**src/hw/rtl/stereo_pixel_cost_disparity_select_macros.svh**
```systemverilog
// Assertion macros for the stereo disparity select block.
`ifndef STEREO_PIXEL_COST_DISPARITY_SELECT_MACROS_SVH
`define STEREO_PIXEL_COST_DISPARITY_SELECT_MACROS_SVH

`ifndef SYNTHESIS
`define SPCDS_ASSERT_IMP(lbl, ante, cons, msg) \
  lbl: assert property (@(posedge clk_i) disable iff (!rst_ni) (ante) |-> (cons)) \
    else $error(msg);
`define SPCDS_ASSERT_NXT(lbl, ante, cons, msg) \
  lbl: assert property (@(posedge clk_i) disable iff (!rst_ni) (ante) |=> (cons)) \
    else $error(msg);
`else
`define SPCDS_ASSERT_IMP(lbl, ante, cons, msg)
`define SPCDS_ASSERT_NXT(lbl, ante, cons, msg)
`endif

`endif

```
**src/hw/rtl/spcds_pkg.sv**
```systemverilog
// Types and constants shared by the stereo disparity select block.
package spcds_pkg;

  localparam int unsigned DispW = 12;
  localparam int unsigned CostW = 18;
  localparam int unsigned PixW  = 24;

  typedef enum logic {
    OP_STORE = 1'b0,
    OP_MATCH = 1'b1
  } spcds_op_e;

  typedef enum logic {
    MODE_SAD = 1'b0,
    MODE_SSD = 1'b1
  } spcds_mode_e;

  typedef enum logic [2:0] {
    CFG_COST_MODE = 3'd0,
    CFG_MIN_DISP  = 3'd1,
    CFG_NUM_DISP  = 3'd2,
    CFG_IMG_WIDTH = 3'd3
  } spcds_cfg_e;

  typedef enum logic [1:0] {
    ST_IDLE,
    ST_ISSUE,
    ST_DRAIN
  } spcds_state_e;

  typedef struct packed {
    spcds_op_e  op;
    logic [9:0] column;
    logic [7:0] red;
    logic [7:0] green;
    logic [7:0] blue;
  } spcds_item_t;

  typedef struct packed {
    logic signed [DispW-1:0] disparity;
    logic [CostW-1:0]        best_cost;
  } spcds_res_t;

  // Per-candidate tag carried alongside the cost pipeline.
  typedef struct packed {
    logic signed [DispW-1:0] disp;
    logic                    first;
    logic                    last;
  } spcds_tag_t;

endpackage

```
**src/hw/rtl/spcds_cost.sv**
```systemverilog
// Two-stage pixel cost unit: RGB absolute differences, then SAD or squared sum.
module spcds_cost
  import spcds_pkg::*;
(
  input  logic              clk_i,
  input  logic              rst_ni,
  input  logic              valid_i,
  input  spcds_mode_e       mode_i,
  input  logic [PixW-1:0]   left_i,
  input  logic [PixW-1:0]   right_i,
  input  logic              in_range_i,
  input  spcds_tag_t        tag_i,
  output logic              valid_o,
  output logic [CostW-1:0]  cost_o,
  output spcds_tag_t        tag_o
);

  logic [7:0]  dr_d, dg_d, db_d;
  logic [7:0]  dr_q, dg_q, db_q;
  logic        va_q;
  spcds_tag_t  taga_q;
  logic [15:0] sr, sg, sb;
  logic [CostW-1:0] cost_d;
  logic [CostW-1:0] cost_q;
  logic        vb_q;
  spcds_tag_t  tagb_q;

  function automatic logic [7:0] absdiff(input logic [7:0] a, input logic [7:0] b);
    absdiff = (a > b) ? (a - b) : (b - a);
  endfunction

  // Out-of-row candidates cost zero.
  always_comb begin
    dr_d = in_range_i ? absdiff(left_i[23:16], right_i[23:16]) : 8'd0;
    dg_d = in_range_i ? absdiff(left_i[15:8],  right_i[15:8])  : 8'd0;
    db_d = in_range_i ? absdiff(left_i[7:0],   right_i[7:0])   : 8'd0;
  end

  always_ff @(posedge clk_i or negedge rst_ni) begin
    if (!rst_ni) begin
      va_q <= 1'b0;
      vb_q <= 1'b0;
    end else begin
      va_q <= valid_i;
      vb_q <= va_q;
    end
  end

  always_ff @(posedge clk_i) begin
    dr_q   <= dr_d;
    dg_q   <= dg_d;
    db_q   <= db_d;
    taga_q <= tag_i;
    cost_q <= cost_d;
    tagb_q <= taga_q;
  end

  always_comb begin
    sr = dr_q * dr_q;
    sg = dg_q * dg_q;
    sb = db_q * db_q;
    case (mode_i)
      MODE_SSD: cost_d = CostW'(sr) + CostW'(sg) + CostW'(sb);
      MODE_SAD: cost_d = CostW'(dr_q) + CostW'(dg_q) + CostW'(db_q);
      default:  cost_d = '0;
    endcase
  end

  assign valid_o = vb_q;
  assign cost_o  = cost_q;
  assign tag_o   = tagb_q;

endmodule

```
**config.mk**
```make
export PLATFORM = sky130hd
export DESIGN_NAME = spcds_cost
export DESIGN_NICKNAME = d
export VERILOG_FILES = /design/src/hw/rtl/stereo_pixel_cost_disparity_select_macros.svh /design/src/hw/rtl/spcds_pkg.sv /design/src/hw/rtl/spcds_cost.sv
export SDC_FILE = /design/constraint.sdc
export NUM_CORES = 1
export LEC_CHECK = 0
export ABC_AREA = 1
export BUFFER_PORTS_ARGS = -buffer_cell sky130_fd_sc_hd__buf_2
export CORE_MARGIN = 1.5
export CORE_UTILIZATION = 65
export DETAILED_ROUTE_END_ITERATION = 10
export PLACE_DENSITY = 0.86
export SYNTH_ARGS = -nofsm -noshare
export SYNTH_HDL_FRONTEND = slang
export SYNTH_SLANG_ARGS = --single-unit
```
**constraint.sdc**
```tcl
create_clock -name clk_i -period 8.1 [get_ports clk_i]
set_input_delay 0.405 -clock clk_i [delete_from_list [all_inputs] [get_ports clk_i]]
set_output_delay 0.405 -clock clk_i [all_outputs]
set_load 0.02 [all_outputs]
```
**Word level (Yosys, flattened, before mapping)**

Index checks and enable logic that the tools add are counted.

- Flip-flop bits (word level): 72
- Latch bits: 0
- Bits in writable memories: 0
- Bits in read-only memories: 0
- Bits of input ports: 67
- Output and inout bits: 33
- Memories: 0

- Add/subtract/negate cells: 10
- Multipliers: 3
- Divide/modulo/power cells: 0
- Order comparisons: 3
- Eq/ne operators: 0
- Shifts and indexed selects: 0
- Mux-type cells: 4
- Bitwise operators: 1
- Reduce and logical (&&, ||, !) cells: 0

Operators with widths:

| kind | count |
|---|---|
| multiplier 8 x 8 -> 16 bit | 3 |
| subtractor 8 bit | 6 |
| case mux 18 bit (2 select lines) | 1 |
| greater-than comparator 8 bit | 3 |
| 2-to-1 mux 8 bit | 3 |
| adder 17 x 16 -> 18 bit | 1 |
| adder 16 x 16 -> 17 bit | 1 |
| adder 9 x 8 -> 10 bit | 1 |
| adder 8 x 8 -> 9 bit | 1 |
| NOT 1 bit | 1 |

**Depth between registers and ports, before layout**

- Word-level depth: 4
- Mapped depth: 27
- Mapped depth without buffers: 26

**Worst setup path after synthesis**

OpenSTA, ideal clock, no wires.

- Kind: flip-flop to flip-flop
- Start point: register dr_q[3]
- End point: register cost_q[16], in the netlist cost_o[16]
- Data arrival time: 5352 ps
- Setup slack: 2633 ps
- Stages on the path, launching flop included: 23
- Cells stage by stage: dfxtp_1 -> clkbuf_1 -> nand2_1 -> fa_1 -> fa_1 -> fa_1 -> inv_1 -> fa_1 -> inv_1 -> fa_1 -> inv_1 -> fa_1 -> inv_1 -> fa_1 -> inv_1 -> ha_1 -> nand3_1 -> nand3_1 -> nand2_1 -> nand2_1 -> nand2_1 -> a21oi_1 -> nor2_1

- Word-level cells in the longest chain between the ends: 4

Ends and longest elaborated chain:

| element | line | text |
|---|---|---|
| from (decl) | spcds_cost.sv:19 | `logic [7:0] dr_q, dg_q, db_q;` |
| from (signal assigned) | spcds_cost.sv:50 | `dr_q <= dr_d;` |
| multiplier 8 x 8 -> 16 bit | spcds_cost.sv:59 | `sr = dr_q * dr_q;` |
| adder 16 x 16 -> 17 bit | spcds_cost.sv:63 | `MODE_SSD: cost_d = CostW'(sr) + CostW'(sg) + CostW'(sb);` |
| adder 17 x 16 -> 18 bit | spcds_cost.sv:63 |  |
| case mux 18 bit (2 select lines) | spcds_cost.sv:62 | `case (mode_i)` |
| to (signal assigned) | spcds_cost.sv:54 | `cost_q <= cost_d;` |
| to (decl) | spcds_cost.sv:24 | `logic [CostW-1:0] cost_q;` |

Every way passes these cells.
A chain may end at the register's enable or synchronous reset.

**Final worst setup path**

Ends and elaborated chain as after synthesis.

==> metrics.md <==
| Metric | Value |
|---|---|
| Fin crit period | 5840 ps |
| Setup CP Type | register to register |
| Starting density of the core | 67.1% |
| R2r startpoint | dr_q[3]$_SDFF_PN0_ |
| Reg2reg setup slack | 2260 ps |
| Final GP Congestion | 0.872 |
| Detail-routed via count per cell | 5.01 |
| Antenna-violating nets left | 0 |
| Post-placement cell count | 1638 |
| Overall via count from detail_route | 8288 |
| Power Density | 346 nW/um2 |
| Layout Skew | 13.4 ps |
| Outcome | completed |
| Pint | 1.83 mW |
| Cell taking the most area after synthesis | fa_1 |
| First drt pass iteration count | 5 |
| I/O Pins | 100 |
| Period Utilization, post-route | 72.1% |
| Ys Warns | 0 |
| Crit. Startpoint | dr_q[3]$_SDFF_PN0_ |
| N_diodes | 0 |
| GRT Overall Usage | 29.1% |
| Commonest cells post-synth | inv_1, nand2_1, fa_1 |
| Sequential share of the synthesized area | 14.1% |
| Post-CTS setup buffers | 0 |
| Slew headroom | 58.9% |
| Clock buffer depth | 2 |
| Worst setup margin | 2260 ps |
| CP endpoint | cost_o[16]$_SDFF_PN0_ |
| Max Clock Freq | 171 MHz |
| Main synth FF type | dfxtp_1 |
| Yosys top cell area share | 28.4% |
| RSZ-0062 raised after global routing | no |
| Area Growth Syn to Fin | 9.25% |
| Root Buffer | clkbuf_16 |
| Final Hold Slack | 149 ps |
| First-pass GRT wire length | 37.9 mm |
| CTS tree | yes |
| Cell depth of the worst flop-to-flop path | 21 |
| Main combinational cell family by area after synthesis | adder cells |
| Final wirelength | 22.0 mm |
| Number of global-route vias before repair | 8567 |
| Top cells by area, synth | fa_1, ha_1, inv_1 |
| # rows | 45 |
| DRC viols | 0 |
| Cts bufs inserted | 9 |
| Hpwl dp | 17.8 mm |
| Syn Nets | 1704 |
| Most common cell in the netlist | inv_1 |
| Max-cap violations | 0 |
| Detailed Route Iter0 Violations | 469 |
| Reg clk slew, reported paths | 70 ps |
| Setup total negative slack | 0 ps |
| Setup Viol. Count Final | 0 |
| Place WS | 2340 ps |
| Area of the mapped netlist | 10300 um2 |
| Clock Latency Late Sink | 350 ps |
| Core ar. | 15300 um2 |
| FFs w/ async S/R, synth | 2.78% |
| EDFF count, synth | 0 |
| Die area | 16600 um2 |
| Leak | 7.03 nW |
| Slew @ Worst Pin | 616 ps |
| H-tree depth | 3 |
| Net Sw Frac | 52.9% |
| Pin count of the biggest net entering global routing | 17 |
| Multi-input gate area in the final layout | 7140 um2 |
| WP data required | 8340 ps |
| Fin. max-slew vios | 0 |
| Synth Area in Adders | 44.6% |
| Initial antenna violation count | 0 |
| Clk pwr share | 11.4% |
| Synth Instances | 1358 |
| Data arrival, critical path | 6080 ps |
| # fillers | 1163 |
| Critical Path Source Type | register |
| Nets@finish | 1785 |
| Die Y | 129 um |
| Avg Cell Area, Syn | 7.57 um2 |
| Flops & latches, synth | 72 |
| Non-filler cells, final | 1655 |
| Kind of path behind the tightest hold check | primary input to register |
| Max VDD drop | 0.000344 V |
| Overflow after GRT | 0 |
| Xor and xnor area share after synthesis | 2.47% |
| Clock Sinks | 72 |
| P_sw | 2.06 mW |
| Crit path max fanout | 9 |
| Post-synthesis mux area share | 0% |
| Die width | 129 um |
| Cell variety after synth | 33 |
| R2r endpoint | cost_o[16]$_SDFF_PN0_ |
| Setup crit end kind | register |
| Sequential power share | 13.0% |
| Post-DR wirelength/cell | 13.3 um |
| Fin. Hold Viols | 0 |
| PortBufs | 99 |
| Share of cells above drive strength 1 | 9.14% |
| FF/Latch Area | 1450 um2 |
| Simple-Gate Fraction of Synth Area | 18.1% |
| Logic pwr share | 75.6% |
| Complex-gate fraction of the synthesized area | 4.33% |
## cells by family after synthesis
logic type,Yosys count
adder cells (fa/ha/maj),279
AO/OA/AOI/OAI,86
buffers and inverters,440
XOR/XNOR,29
AND/OR/NAND/NOR,452
flip-flops,72
## cells in the final DEF, fill, tap and decap left out
cell / Yosys / layout
a21o_1: 3 / 3
a21oi_1: 51 / 51
a22oi_1: 1 / 1
buf_2: 3 / 99
bufinv_16: 0 / 2
clkbuf_16: 0 / 9
clkinv_1: 1 / 1
clkinv_2: 2 / 3
clkinv_4: 0 / 2
dfrtp_1: 2 / 2
dfxtp_1: 70 / 70
dlygate4sd3_1: 0 / 1
fa_1: 146 / 146
ha_1: 133 / 133
inv_1: 407 / 407
inv_6: 0 / 1
inv_8: 0 / 1
nand2_1: 303 / 303
nand2_2: 4 / 4
nand2_4: 2 / 2
nand3_1: 57 / 57
nand3b_1: 3 / 3
nand4_1: 4 / 4
nand4_2: 1 / 1
nor2_1: 64 / 64
nor2_2: 3 / 3
nor3_1: 2 / 2
nor3b_1: 1 / 1
o21ai_0: 26 / 26
o21ai_1: 3 / 3
o21bai_1: 2 / 2
or2_0: 1 / 1
or2_1: 2 / 2
or2_2: 5 / 5
xnor2_1: 9 / 9
xor2_1: 20 / 20
## metrics by stage
| stage | utilization (%) | power, mW | instance area, um2 |
|---|---|---|---|
| floorplan | - | 2.71 | 10300 |
| global placement | 71.1 | 3.27 | 10900 |
| detailed placement | 71.1 | 3.38 | 10900 |
| CTS | 73.3 | 3.86 | 11200 |
| global route | 73.3 | 4.39 | 11200 |
| finish | 73.3 | 3.89 | 11200 |
## sequential cells by signal, summed over array words and instances (netlist names)
signal,cells
cost_o,18
db_q,8
dg_q,8
dr_q,8
tag_o,14
taga_q,14
va_q,1
valid_o,1
## power groups by stage
stage                     Sequential (mW)  Clock [mW]  Combinational [mW]
final                               0.506       0.444                2.94
after global routing                0.513       0.468                3.40
after CTS                           0.503       0.450                2.91
after detailed placement            0.510           0                2.87
after global placement              0.505           0                2.76
after floorplan                     0.515           0                2.20
## worst min-delay path by stage
stage | start | end | cells past startpoint
finish | tag_i[7] | taga_q[7]$_DFF_P_ | 1
floorplan | rst_ni | va_q$_DFF_PN0_ | 0
global route | tag_i[7] | taga_q[7]$_DFF_P_ | 1
CTS | tag_i[7] | taga_q[7]$_DFF_P_ | 1
global placement | rst_ni | valid_o$_DFF_PN0_ | 1
detailed placement | rst_ni | valid_o$_DFF_PN0_ | 1
## critical path, stage by stage, from the launching register on
cell     delay (ps)
dfxtp_1         580
nand2_1         160
fa_1            560
fa_1            540
fa_1            560
inv_1            60
fa_1            490
inv_1            60
fa_1            530
inv_1            50
fa_1            470
inv_1            50
fa_1            480
inv_1            40
ha_1            340
nand3_1         100
nand3_1         180
nand2_1          70
nand2_1         130
nand2_1          90
a21oi_1         140
nor2_1           50
## layout make-up
cell class | count | share of cell area, %
timing repair buffer | 100 | 4.50
sequential | 72 | 12.9
inverter | 410 | 13.7
multi-input combinational | 846 | 63.6
clock inverter | 7 | 0.913
clock buffer | 9 | 2.00
tap | 211 | 2.35
## routing by layer
layer / wire length, um / global-route usage (%) / up-vias / part of all wire, %
met2: 11100 / 52.6 / 270 / 51
met1: 8790 / 34.2 / 3835 / 40
li1: - / - / 4095 / -
met4: 966 / 12.6 / 0 / 4.4
met5: 0 / 0 / - / 0
met3: 1090 / 4.70 / 88 / 5.0
## repair_timing
action,CTS,global route
gates resized for setup,0,0
endpoints found under the hold margin,2,0
setup endpoints to repair,0,0
hold buffers,1,0
No activity file was read; power rests on OpenSTA's default activity.
